File: src/hw/rtl/rgbled_pkg.sv
package rgbled_pkg;

  localparam int unsigned CHAN_IN_W   = 8;
  localparam int unsigned CFG_INDEX_W = 3;
  localparam int unsigned CFG_DATA_W  = 16;
  localparam int unsigned TICK_W      = 16;
  localparam int unsigned SHORT_W     = 8;

  // Register map
  localparam logic [CFG_INDEX_W-1:0] REG_ZERO_HIGH = 3'd0;
  localparam logic [CFG_INDEX_W-1:0] REG_ZERO_LOW  = 3'd1;
  localparam logic [CFG_INDEX_W-1:0] REG_ONE_HIGH  = 3'd2;
  localparam logic [CFG_INDEX_W-1:0] REG_ONE_LOW   = 3'd3;
  localparam logic [CFG_INDEX_W-1:0] REG_GAP       = 3'd4;

  localparam logic [SHORT_W-1:0] ZERO_HIGH_RST = 8'd7;
  localparam logic [SHORT_W-1:0] ZERO_LOW_RST  = 8'd16;
  localparam logic [SHORT_W-1:0] ONE_HIGH_RST  = 8'd14;
  localparam logic [SHORT_W-1:0] ONE_LOW_RST   = 8'd12;
  localparam logic [TICK_W-1:0]  GAP_RST       = 16'd1000;

  // Item kinds
  localparam logic KIND_PIXEL = 1'b0;
  localparam logic KIND_TICK  = 1'b1;

  typedef enum logic [1:0] {
    PH_IDLE = 2'd0,
    PH_HIGH = 2'd1,
    PH_LOW  = 2'd2,
    PH_GAP  = 2'd3
  } phase_t;

  // Phase lengths, already forced to at least one tick
  typedef struct packed {
    logic [SHORT_W-1:0] zero_high;
    logic [SHORT_W-1:0] zero_low;
    logic [SHORT_W-1:0] one_high;
    logic [SHORT_W-1:0] one_low;
    logic [TICK_W-1:0]  gap;
  } cfg_t;

endpackage

File: src/hw/rtl/rgbled_if.sv
interface rgbled_item_if;
  logic                               valid;
  logic                               ready;
  logic                               kind;
  logic [rgbled_pkg::CHAN_IN_W-1:0]   red;
  logic [rgbled_pkg::CHAN_IN_W-1:0]   green;
  logic [rgbled_pkg::CHAN_IN_W-1:0]   blue;

  modport source (output valid, kind, red, green, blue, input ready);
  modport sink   (input valid, kind, red, green, blue, output ready);
endinterface

interface rgbled_res_if;
  logic valid;
  logic ready;
  logic line_level;
  logic busy_res;
  logic dropped;

  modport source (output valid, line_level, busy_res, dropped, input ready);
  modport sink   (input valid, line_level, busy_res, dropped, output ready);
endinterface

File: src/hw/rtl/rgbled_cfg.sv
module rgbled_cfg (
  input  logic                                clk,
  input  logic                                rst,
  input  logic                                cfg_we,
  input  logic [rgbled_pkg::CFG_INDEX_W-1:0]  cfg_index,
  input  logic [rgbled_pkg::CFG_DATA_W-1:0]   cfg_data,
  output rgbled_pkg::cfg_t                    cfg
);

  logic [rgbled_pkg::SHORT_W-1:0] zero_high;
  logic [rgbled_pkg::SHORT_W-1:0] zero_low;
  logic [rgbled_pkg::SHORT_W-1:0] one_high;
  logic [rgbled_pkg::SHORT_W-1:0] one_low;
  logic [rgbled_pkg::TICK_W-1:0]  gap;

  always_ff @(posedge clk) begin
    if (rst) begin
      zero_high <= rgbled_pkg::ZERO_HIGH_RST;
      zero_low  <= rgbled_pkg::ZERO_LOW_RST;
      one_high  <= rgbled_pkg::ONE_HIGH_RST;
      one_low   <= rgbled_pkg::ONE_LOW_RST;
      gap       <= rgbled_pkg::GAP_RST;
    end else if (cfg_we) begin
      unique case (cfg_index)
        rgbled_pkg::REG_ZERO_HIGH: zero_high <= cfg_data[rgbled_pkg::SHORT_W-1:0];
        rgbled_pkg::REG_ZERO_LOW:  zero_low  <= cfg_data[rgbled_pkg::SHORT_W-1:0];
        rgbled_pkg::REG_ONE_HIGH:  one_high  <= cfg_data[rgbled_pkg::SHORT_W-1:0];
        rgbled_pkg::REG_ONE_LOW:   one_low   <= cfg_data[rgbled_pkg::SHORT_W-1:0];
        rgbled_pkg::REG_GAP:       gap       <= cfg_data[rgbled_pkg::TICK_W-1:0];
        default: ;  // drop writes to unmapped indexes
      endcase
    end
  end

  // Every phase lasts at least one tick: a zero count acts as one
  always_comb begin
    cfg.zero_high = (zero_high == '0) ? 8'd1 : zero_high;
    cfg.zero_low  = (zero_low  == '0) ? 8'd1 : zero_low;
    cfg.one_high  = (one_high  == '0) ? 8'd1 : one_high;
    cfg.one_low   = (one_low   == '0) ? 8'd1 : one_low;
    cfg.gap       = (gap       == '0) ? 16'd1 : gap;
  end

endmodule

File: src/hw/rtl/rgb_led_serial_encoder_core.sv
// Single-wire RGB LED encoder. Each request on items is either a pixel load
// (kind 0) or one time tick (kind 1). A pixel is taken only while the block is
// idle and is then sent as one word of green, red, blue, MSB first; a pixel
// that arrives while busy is dropped and flagged. Each tick request returns
// the data line level for that tick and advances the waveform by one tick.
// Exactly one result is returned per request, from a result register, in the
// cycle after the request is taken. One request is taken every cycle: items
// is ready whenever the result register is empty or being read in the same
// cycle, so throughput is set only by the consumer of results. Phase lengths
// come from the configuration registers (a count of zero acts as one); a
// write takes effect from the next phase that starts.
module rgb_led_serial_encoder_core #(
  parameter int unsigned CHANNEL_BITS = 8
) (
  input  logic                                clk,
  input  logic                                rst,
  rgbled_item_if.sink                         items,
  rgbled_res_if.source                        results,
  input  logic                                cfg_we,
  input  logic [rgbled_pkg::CFG_INDEX_W-1:0]  cfg_index,
  input  logic [rgbled_pkg::CFG_DATA_W-1:0]   cfg_data
);

  localparam int unsigned WordBits = 3 * CHANNEL_BITS;
  localparam int unsigned CountW   = $clog2(WordBits + 1);

  rgbled_pkg::cfg_t cfg;

  rgbled_cfg u_cfg (
    .clk       (clk),
    .rst       (rst),
    .cfg_we    (cfg_we),
    .cfg_index (cfg_index),
    .cfg_data  (cfg_data),
    .cfg       (cfg)
  );

  // Channel fields trimmed or zero-extended to CHANNEL_BITS
  logic [CHANNEL_BITS-1:0] red_ch;
  logic [CHANNEL_BITS-1:0] green_ch;
  logic [CHANNEL_BITS-1:0] blue_ch;

  if (CHANNEL_BITS <= rgbled_pkg::CHAN_IN_W) begin : g_trim
    assign red_ch   = items.red[CHANNEL_BITS-1:0];
    assign green_ch = items.green[CHANNEL_BITS-1:0];
    assign blue_ch  = items.blue[CHANNEL_BITS-1:0];
  end else begin : g_extend
    assign red_ch   = {{(CHANNEL_BITS - rgbled_pkg::CHAN_IN_W){1'b0}}, items.red};
    assign green_ch = {{(CHANNEL_BITS - rgbled_pkg::CHAN_IN_W){1'b0}}, items.green};
    assign blue_ch  = {{(CHANNEL_BITS - rgbled_pkg::CHAN_IN_W){1'b0}}, items.blue};
  end

  rgbled_pkg::phase_t           phase;
  rgbled_pkg::phase_t           phase_next;
  logic [WordBits-1:0]          pixel_shift;
  logic [WordBits-1:0]          pixel_shift_next;
  logic [CountW-1:0]            bits_left;
  logic [CountW-1:0]            bits_left_next;
  logic [rgbled_pkg::TICK_W-1:0] ticks_left;
  logic [rgbled_pkg::TICK_W-1:0] ticks_left_next;

  logic                          res_valid;
  logic                          line_level;
  logic                          busy_res;
  logic                          dropped;
  logic                          level_next;
  logic                          busy_next;
  logic                          drop_next;

  logic                          accept;
  logic [WordBits-1:0]           load_word;
  logic [WordBits-1:0]           shifted;
  logic [rgbled_pkg::TICK_W-1:0] ticks_dec;
  logic [CountW-1:0]             bits_dec;

  assign items.ready = !res_valid || results.ready;
  assign accept      = items.valid && items.ready;

  assign load_word = {green_ch, red_ch, blue_ch};
  assign shifted   = {pixel_shift[WordBits-2:0], 1'b0};
  assign ticks_dec = (ticks_left != '0) ? ticks_left - 1'b1 : '0;
  assign bits_dec  = (bits_left != '0) ? bits_left - 1'b1 : '0;

  always_ff @(posedge clk) begin
    if (rst) begin
      phase       <= rgbled_pkg::PH_IDLE;
      pixel_shift <= '0;
      bits_left   <= '0;
      ticks_left  <= '0;
    end else if (accept) begin
      phase       <= phase_next;
      pixel_shift <= pixel_shift_next;
      bits_left   <= bits_left_next;
      ticks_left  <= ticks_left_next;
    end
  end

  always_comb begin
    phase_next       = phase;
    pixel_shift_next = pixel_shift;
    bits_left_next   = bits_left;
    ticks_left_next  = ticks_left;
    level_next       = 1'b0;
    busy_next        = 1'b0;
    drop_next        = 1'b0;
    if (items.kind == rgbled_pkg::KIND_PIXEL) begin
      busy_next = 1'b1;
      if (phase != rgbled_pkg::PH_IDLE) begin
        drop_next = 1'b1;
      end else begin
        pixel_shift_next = load_word;
        bits_left_next   = CountW'(WordBits);
        phase_next       = rgbled_pkg::PH_HIGH;
        ticks_left_next  = {8'd0, load_word[WordBits-1] ? cfg.one_high : cfg.zero_high};
      end
    end else if (phase != rgbled_pkg::PH_IDLE) begin
      busy_next       = 1'b1;
      level_next      = (phase == rgbled_pkg::PH_HIGH);
      ticks_left_next = ticks_dec;
      if (ticks_dec == '0) begin
        unique case (phase)
          rgbled_pkg::PH_HIGH: begin
            phase_next      = rgbled_pkg::PH_LOW;
            ticks_left_next = {8'd0, pixel_shift[WordBits-1] ? cfg.one_low : cfg.zero_low};
          end
          rgbled_pkg::PH_LOW: begin
            pixel_shift_next = shifted;
            bits_left_next   = bits_dec;
            if (bits_dec != '0) begin
              phase_next      = rgbled_pkg::PH_HIGH;
              ticks_left_next = {8'd0, shifted[WordBits-1] ? cfg.one_high : cfg.zero_high};
            end else begin
              phase_next      = rgbled_pkg::PH_GAP;
              ticks_left_next = cfg.gap;
            end
          end
          rgbled_pkg::PH_GAP, rgbled_pkg::PH_IDLE: begin
            phase_next      = rgbled_pkg::PH_IDLE;
            ticks_left_next = '0;
          end
        endcase
      end
    end
  end

  // Result register: hold until taken, refill on every accepted request
  always_ff @(posedge clk) begin
    if (rst) begin
      res_valid <= 1'b0;
    end else if (accept) begin
      res_valid <= 1'b1;
    end else if (results.ready) begin
      res_valid <= 1'b0;
    end
  end

  always_ff @(posedge clk) begin
    if (accept) begin
      line_level <= level_next;
      busy_res   <= busy_next;
      dropped    <= drop_next;
    end
  end

  assign results.valid      = res_valid;
  assign results.line_level = line_level;
  assign results.busy_res   = busy_res;
  assign results.dropped    = dropped;

endmodule

File: src/flat_wrapper.sv
// flat-port wrapper written by rule: the top's interface ports become plain ports
module rgb_led_serial_encoder_core_flat 
#(
  parameter int unsigned CHANNEL_BITS = 8
)
  (clk, rst, cfg_we, cfg_index, cfg_data, items_valid, items_kind, items_red, items_green, items_blue, items_ready, results_valid, results_line_level, results_busy_res, results_dropped, results_ready);
  rgbled_item_if items_i ();
  rgbled_res_if results_i ();
  input  logic clk;
  input  logic rst;
  input  logic cfg_we;
  input  logic [rgbled_pkg::CFG_INDEX_W-1:0] cfg_index;
  input  logic [rgbled_pkg::CFG_DATA_W-1:0] cfg_data;
  input wire logic [$bits(items_i.valid)-1:0] items_valid;
  input wire logic [$bits(items_i.kind)-1:0] items_kind;
  input wire logic [$bits(items_i.red)-1:0] items_red;
  input wire logic [$bits(items_i.green)-1:0] items_green;
  input wire logic [$bits(items_i.blue)-1:0] items_blue;
  output wire logic [$bits(items_i.ready)-1:0] items_ready;
  output wire logic [$bits(results_i.valid)-1:0] results_valid;
  output wire logic [$bits(results_i.line_level)-1:0] results_line_level;
  output wire logic [$bits(results_i.busy_res)-1:0] results_busy_res;
  output wire logic [$bits(results_i.dropped)-1:0] results_dropped;
  input wire logic [$bits(results_i.ready)-1:0] results_ready;
  assign items_i.valid = items_valid;
  assign items_i.kind = items_kind;
  assign items_i.red = items_red;
  assign items_i.green = items_green;
  assign items_i.blue = items_blue;
  assign items_ready = items_i.ready;
  assign results_valid = results_i.valid;
  assign results_line_level = results_i.line_level;
  assign results_busy_res = results_i.busy_res;
  assign results_dropped = results_i.dropped;
  assign results_i.ready = results_ready;
  rgb_led_serial_encoder_core #(.CHANNEL_BITS(CHANNEL_BITS)) u_core (.clk(clk), .rst(rst), .items(items_i), .results(results_i), .cfg_we(cfg_we), .cfg_index(cfg_index), .cfg_data(cfg_data));
endmodule
File: config.mk
export PLATFORM = sky130hd
export DESIGN_NAME = rgb_led_serial_encoder_core_flat
export DESIGN_NICKNAME = d
export VERILOG_FILES = /design/src/hw/rtl/rgbled_pkg.sv /design/src/hw/rtl/rgbled_if.sv /design/src/hw/rtl/rgbled_cfg.sv /design/src/hw/rtl/rgb_led_serial_encoder_core.sv /design/src/flat_wrapper.sv
export SDC_FILE = /design/constraint.sdc
export NUM_CORES = 1
export LEC_CHECK = 0
export ABC_AREA = 1
export BUFFER_PORTS_ARGS = -buffer_cell sky130_fd_sc_hd__buf_2
export CAP_MARGIN = 20
export CELL_PAD_IN_SITES_DETAIL_PLACEMENT = 1
export CELL_PAD_IN_SITES_GLOBAL_PLACEMENT = 2
export CORE_AREA = 3 3 131 133
export CTS_BUF_LIST = sky130_fd_sc_hd__clkbuf_16
export DETAILED_ROUTE_END_ITERATION = 8
export DIE_AREA = 0 0 134 136
export PLACE_DENSITY_LB_ADDON = 0.1
export REMOVE_ABC_BUFFERS = 1
export SLEW_MARGIN = 20
export SYNTH_ARGS = -nofsm -noshare
export SYNTH_HDL_FRONTEND = slang
export SYNTH_SLANG_ARGS = --single-unit
File: constraint.sdc
create_clock -name clk -period 4.48 [get_ports clk]
set_input_delay 1.344 -clock clk [delete_from_list [all_inputs] [get_ports clk]]
set_output_delay 1.344 -clock clk [all_outputs]
set_load 0.02 [all_outputs]
==> reports/metrics.csv, run 1 <==
metric,value,unit
area_growth,11.47,%
min_period,3.059,ns
initial_utilization,36.12,%
netlist_area,5758,sq um
num_vias,5688,
slowest_stage,buf_2,
outcome,"finished, final reports clean",
grt_max_degree,58,
p_total,2.631,mW
multi_input_area,3172,sq um
antenna_found_initial,0,
hpwl,13100,microns
ir_worst_vdd,189.2,uV
grt_pass1_vias,5885,
place_congestion,0.8428,
p_per_area,409.9,nW/um^2
cts.clk_slew.worst_paths,0.07,ns
grtUsageMet3,2.221,%
setup_violations,0,
yosys_warnings,0,
globalRouteTotalUtil,19.84,%
synth_ff_type,dfxtp_1,
cp.required,3.14,ns
layout.cells.non_filler,1119,
wl,17570,microns
use_met1,26.65,%
hold_violations,0,
n_fill_cell,2114,
wl_per_cell,15.70,microns
grt_first_pass_wirelength,29400,microns
worst_pin_slew,0.8068,ns
slowest_delay,0.17,ns
dp_cells,1103,
clock_skew,0.004497,ns
post-route-drc-count,0,
tns,0,ns
post_cts_buffers,0,
cp_top_family,buffers and inverters,
diodes,0,
met2_usage,33.35,%
cts_hold_buf,0,
grt.overflow.total,0,
crit_type,in2out,
p_leak,2.889,nW
dieArea,18220,sq um
avgSynthCellArea,6.641,sq um
fp.dieW,134,microns
clk_path_buf_depth,2,
postSynth.asyncResetShare,0,%
cp.buffers_inverters,3,
maxCapViolations,0,
ioPinCount,54,
post_cts_resize_count,0,
finalCritPeriodShare,68.28,%
cts.sinks,99,
layout.nets,954,
maxClockFrequency,326.9,MHz
die-height,136,microns
tritoncts,yes,
first_pass_iters,4,
start_kind,input pin,
drt_iter0_drc,262,
syn_inst,867,
ys_seq_area_share,34.94,%
io_buffers,53,
seq_area,2012,sq um
fp-row-count,46,
slew_viol_final,0,
worst_setup_path_end_kind,primary output,
synth-seq-cells,99,
path_cells,buf_2 > inv_1 > nand2_1 > buf_2,
worstHoldPathType,reg2reg,
htreeDepth,3,
cts_root_buf,clkbuf_16,
antenna_left,0,
gr-max-usage-layer,met2,
core-area,15940,sq um
cp_data_arrival_time,1.71,ns
hold_ws,0.4651,ns
crit_fanout,3,
drive_gt1_share,13.84,%
vias_per_cell,5.083,
cpMostUsedCell,buf_2,
rsz0062_at_grt,no,
cts_buffers,9,
post_synth_num_cell_types,34,
maxSlewHeadroom,45.80,%
synth_edf_count,3,
clk_latency,0.35,ns
path summary, 6_finish.rpt:
path / cells after the start / slack, ns / from / to
worst max-delay path: 4 / 1.42 / results_ready / items_ready
worst min register to register: 2 / 0.47 / u_core.u_cfg.one_low[0] / u_core.u_cfg.one_low[0]
worst min-delay path: 2 / 0.47 / u_core.u_cfg.one_low[0] / u_core.u_cfg.one_low[0]
worst max register to register: 13 / 1.49 / u_core.ticks_left[0] / u_core.pixel_shift[11]
cells in the mapped netlist, drive strengths merged, types with 3 or more instances:
cell | count | area (sq um)
nand2 | 264 | 1036
nor2 | 105 | 478.0
nand3 | 97 | 550.5
dfxtp | 96 | 1922
a21oi | 83 | 449.2
inv | 79 | 296.5
o21ai | 45 | 225.2
clkbuf | 32 | 170.2
o211ai | 17 | 127.6
buf | 9 | 103.9
a221oi | 8 | 70.07
ha | 7 | 87.58
nand4 | 6 | 52.55
nor3 | 4 | 20.02
nor4 | 4 | 25.02
edfxtp | 3 | 90.09
layer usage:
layer | part of all wire, % | vias up
li1 | - | 2888
met1 | 48 | 2710
met2 | 47 | 71
met3 | 2.6 | 19
met4 | 1.8 | 0
met5 | 0 | -
sequential cells by signal (all words and copies together), names as in the netlist:
name / cells
u_core.bits_left: 5
u_core.phase: 2
u_core.pixel_shift: 24
u_core.results.busy_res: 1
u_core.results.dropped: 1
u_core.results.line_level: 1
u_core.results.valid: 1
u_core.ticks_left: 16
u_core.u_cfg.gap: 16
u_core.u_cfg.one_high: 8
u_core.u_cfg.one_low: 8
u_core.u_cfg.zero_high: 8
u_core.u_cfg.zero_low: 8
cell type report:
type	count	share of cell area [%]
well taps	216	4.211
inverters	81	4.737
clock buffers	10	3.899
clock inverters	6	1.326
multi-input cells	646	49.42
flip-flops and latches	99	31.35
repair buffers	61	5.068
kinds of logic after synthesis:
| kind of cell | count (synthesis) | synth area share, % |
|---|---|---|
| xor gates and xnor gates | 1 | 0.1521 |
| AOI/OAI and AO/OA | 156 | 15.54 |
| and+or+nand+nor | 482 | 37.81 |
| adders and majority gates | 7 | 1.521 |
| buffers and inverters | 122 | 10.04 |
| DFF | 99 | 34.94 |
worst min-delay path: stages, from the launching register on:
cell     delay (ns)
dfxtp_1        0.30
inv_1          0.06
a21oi_1        0.06
through the flow:
stage | setup WS [ns] | instance area [sq um] | util (%)
after floorplan | 0.2289 | 5484 | -
after global routing | 1.213 | 6419 | 40.26
final | 1.421 | 6419 | 40.26
after CTS | 1.416 | 6419 | 40.26
after global placement | 1.160 | 6083 | 38.16
after detailed placement | 1.090 | 6083 | 38.16
report_power, final:
part           switching, mW  total (mW)  internal [mW]
sequential            0.0451       0.975          0.930
combinational          0.540       0.774          0.234
clock                  0.357       0.881          0.524
total                  0.943        2.63           1.69
cell usage in the layout, fill, tap and decap left out, drive strengths merged:
master and instances:
o211ai 17, nor4 4, nand4 6, nand2 264, buf 61, edfxtp 3, o21bai 2, nor3b 1
nor3 4, a221oi 8, a211oi 1, clkbuf 10, xor2 1, nor2 105, ha 7, o21ai 45
clkinv 5, nand3 97, nand3b 1, a21oi 83, bufinv 2, inv 80, dfxtp 96
Power figures use the tool's default switching activity.
==> inputs of run 2 (changes only) <==
--- a/config.mk
+++ b/config.mk
@@ -5,15 +5,15 @@
 export SDC_FILE = /design/constraint.sdc
 export NUM_CORES = 1
 export LEC_CHECK = 0
-export ABC_AREA = 1
+export ABC_AREA = 0
 export BUFFER_PORTS_ARGS = -buffer_cell sky130_fd_sc_hd__buf_2
 export CAP_MARGIN = 20
 export CELL_PAD_IN_SITES_DETAIL_PLACEMENT = 1
 export CELL_PAD_IN_SITES_GLOBAL_PLACEMENT = 2
-export CORE_AREA = 3 3 131 133
+export CORE_AREA = 3 3 126 128
 export CTS_BUF_LIST = sky130_fd_sc_hd__clkbuf_16
 export DETAILED_ROUTE_END_ITERATION = 8
-export DIE_AREA = 0 0 134 136
+export DIE_AREA = 0 0 129 131
 export PLACE_DENSITY_LB_ADDON = 0.1
 export REMOVE_ABC_BUFFERS = 1
 export SLEW_MARGIN = 20
==> constraint.sdc (replaced) <==
create_clock -name clk -period 3 [get_ports clk]
set_input_delay 0.9 -clock clk [delete_from_list [all_inputs] [get_ports clk]]
set_output_delay 0.9 -clock clk [all_outputs]
set_load 0.02 [all_outputs]
==> reports/metrics.csv, run 2 <==
metric,value,unit,change
outcome,"finished, final reports clean",,
power.internal,2.372,mW,+41%
vias_per_cell,5.516,,+8.5%
maxSlewHeadroom,54.63,%,+8.8 points
mostFrequentLayoutCells,"nand2_1, dfxtp_1, a21oi_1, buf_2, mux2i_1",,
num_vias,4782,,-16%
clk_path_buf_depth,2,,unchanged
diodes,0,,unchanged
crit_fanout,7,,+4
min_from,u_core.u_cfg.zero_low[0],,
yosysTopAreaCellShare,35.96,%,+2.6 points
p_leak,2.419,nW,-16%
cp.required,3.29,ns,+0.15 ns
maxCapViolations,0,,unchanged
grt.overflow.total,0,,unchanged
ff2ff_path_depth,8,,-5
netlist_top_cells_area,"dfxtp_1, mux2i_1, nand2_1",,
drt_iter0_drc,170,,-35%
htreeDepth,3,,unchanged
setup_violations,0,,unchanged
cts.sinks,99,,unchanged
rr_startpoint,u_core.ticks_left[2],,
start_kind,flop,,
globalRouteTotalUtil,19.63,%,-0.21 points
first_pass_iters,4,,unchanged
power_frac_clock,31.0,%,-2.5 points
avgSynthCellArea,8.537,sq um,+29%
tns,0,ns,unchanged
place_congestion,0.8477,,+0.58%
top_register,u_core.pixel_shift,,
post-route-drc-count,0,,unchanged
clock_skew,0.006284,ns,+0.001787 ns
fp-row-count,45,,-2.2%
grt_max_degree,74,,+28%
finalCritPeriodShare,94.58,%,
postSynth.asyncResetShare,0,%,unchanged
syn_inst,626,,-28%
top_regs,"u_core.pixel_shift: 24 flops, u_core.ticks_left: 16 flops, u_core.u_cfg.gap: 16 flops",,
synth_area_leader_cell,dfxtp_1,,
p_per_area,570.8,nW/um^2,+39%
synth_commonest_cells,"nand2_1, dfxtp_1, a21oi_1",,
grt_first_pass_wirelength,26040,microns,-11%
rsz0062_at_grt,yes,,
antenna_left,0,,unchanged
tritoncts,yes,,
io_buffers,53,,unchanged
synth-seq-cells,99,,unchanged
die-height,131,microns,-3.7%
slew_viol_final,0,,unchanged
hpwl,11870,microns,-9.4%
placed_area,5898,sq um,-3.0%
synth_most_common_cell,nand2_1,,
ioPinCount,54,,unchanged
initial_utilization,35.68,%,-0.44 points
area_growth,15.64,%,
combinationalPowerShare,26.9,%,-2.5 points
dieArea,16900,sq um,-7.3%
switching_share,32.75,%,-3.1 points
yosys_warnings,0,,unchanged
p_sw,1.155,mW,+23%
worst_setup_path_end_kind,flop,,
cts_root_buf,clkbuf_16,,
hold_violations,0,,unchanged
maxClockFrequency,352.4,MHz,
r2r_slack,0.16,ns,-1.33 ns
p_seq_share,42.2,%,+5.1 points
ys_seq_area_share,37.65,%,+2.7 points
cts_buffers,9,,unchanged
crit_type,reg2reg,,
layout.cells.non_filler,867,,-23%
dp_cells,851,,-23%
cp_data_arrival_time,3.13,ns,+1.42 ns
final_cell_area,6180,sq um,-3.7%
synth_edf_count,3,,unchanged
drive_gt1_share,20.18,%,+6.3 points
whs_path_depth,2,,unchanged
final_common_cell,nand2_1,,
cts.clk_slew.worst_paths,0.07,ns,about the same
wl,16300,microns,-7.3%
core-area,14980,sq um,-6.1%
worst_pin_slew,0.6635,ns,-0.1433 ns
hold_end,u_core.u_cfg.zero_low[0],,
wl_per_cell,18.80,microns,+20%
layout.nets,730,,-23%
grt_pass1_vias,4815,,-18%
netlist_area,5344,sq um,-7.2%
reg2reg_to,u_core.ticks_left[15],,
synth_ff_type,dfxtp_1,,
post_synth_num_cell_types,66,,+94%
ir_worst_vdd,270.8,uV,+43%
largest_reg_flops,24,,unchanged
antenna_found_initial,0,,unchanged
worstHoldPathType,reg2reg,,
fp.dieW,129,microns,-3.7%
min_period,2.838,ns,
utilization,41.26,%,+1.0 points
clk_latency,0.35,ns,about the same
run 2: cell types whose count changed in the layout (fill, tap and decap cells not counted), moves of 25 or more:
cell     before  now
nand2_1     256  103
nand3_1      84    8
inv_1        78   16
nor2_1       89   31
mux2i_1       0   41
o21ai_0      45   20
run 2: cell families (layout without fill, tap and decap cells):
kind of cell | count (synthesis) | in the layout | synth area share (%)
AOI/OAI and AO/OA | 163 | 163 | 20.96
xor gates and xnor gates | 5 | 5 | 0.8194
adders and majority gates | 7 | 7 | 1.639
buffers and inverters | 58 | 111 | 4.800
DFF | 99 | 99 | 37.65
muxes | 57 | 57 | 11.05
and+or+nand+nor | 237 | 237 | 23.09
run 2: final cells by class:
type,instances,area (sq um)
flip-flops and latches,99,2013
clock buffers,9,225.2
well taps,188,235.2
clock inverters,7,43.79
multi-input cells,469,3104
fillers,1769,8797
repair buffers,79,498.0
inverters,16,60.06
run 2: metal layers:
metal / wire, microns / share of wire [%] / global-route usage, %
met5: 0 / 0 / 0
met4: 319 / 2.0 / 6.671
met3: 363 / 2.2 / 3.577
met2: 7805 / 48 / 32.44
met1: 7808 / 48 / 25.90
run 2: metrics by stage:
step                worst slack [ns]  power, mW  hold slack [ns]
global placement              0.2148      2.437           0.4434
floorplan                    -0.9493      2.070           0.4300
finish                        0.1625      3.527           0.4593
global route                -0.03002      3.718           0.4836
CTS                           0.1848      3.564           0.4610
detailed placement            0.2286      2.459           0.4517
run 2: worst max path at each step:
stage	startpoint	end	slack, ns	cells after the start
finish	u_core.ticks_left[2]	u_core.ticks_left[15]	0.16	8
global route	u_core.ticks_left[2]	u_core.ticks_left[15]	-0.03	8
CTS	u_core.ticks_left[2]	u_core.ticks_left[15]	0.18	8
detailed placement	u_core.ticks_left[2]	u_core.ticks_left[15]	0.23	8
global placement	u_core.ticks_left[2]	u_core.ticks_left[15]	0.21	8
floorplan	u_core.bits_left[0]	u_core.ticks_left[1]	-0.95	9
run 2: power by group through the flow:
stage | clock network, mW | logic [mW] | registers (mW)
after floorplan | 0 | 0.576 | 1.49
after global placement | 0 | 0.925 | 1.51
after detailed placement | 0 | 0.943 | 1.52
after CTS | 1.13 | 0.947 | 1.49
after global routing | 1.18 | 1.04 | 1.50
final | 1.09 | 0.948 | 1.49
run 2: critical path: stages (launching register included):
cell	delay (ns)
dfxtp_1	0.40
nor4_4	0.36
nand2_1	0.21
nor3_1	0.20
mux2_2	0.45
nor4_1	0.42
buf_4	0.20
and3_1	0.33
a221o_1	0.21
run 2: what timing repair did:
item	in CTS	in global routing
setup endpoints to repair	0	8
hold buffers	0	0
endpoints found under the hold margin	0	0
resized for setup	0	3
setup buffers	0	0
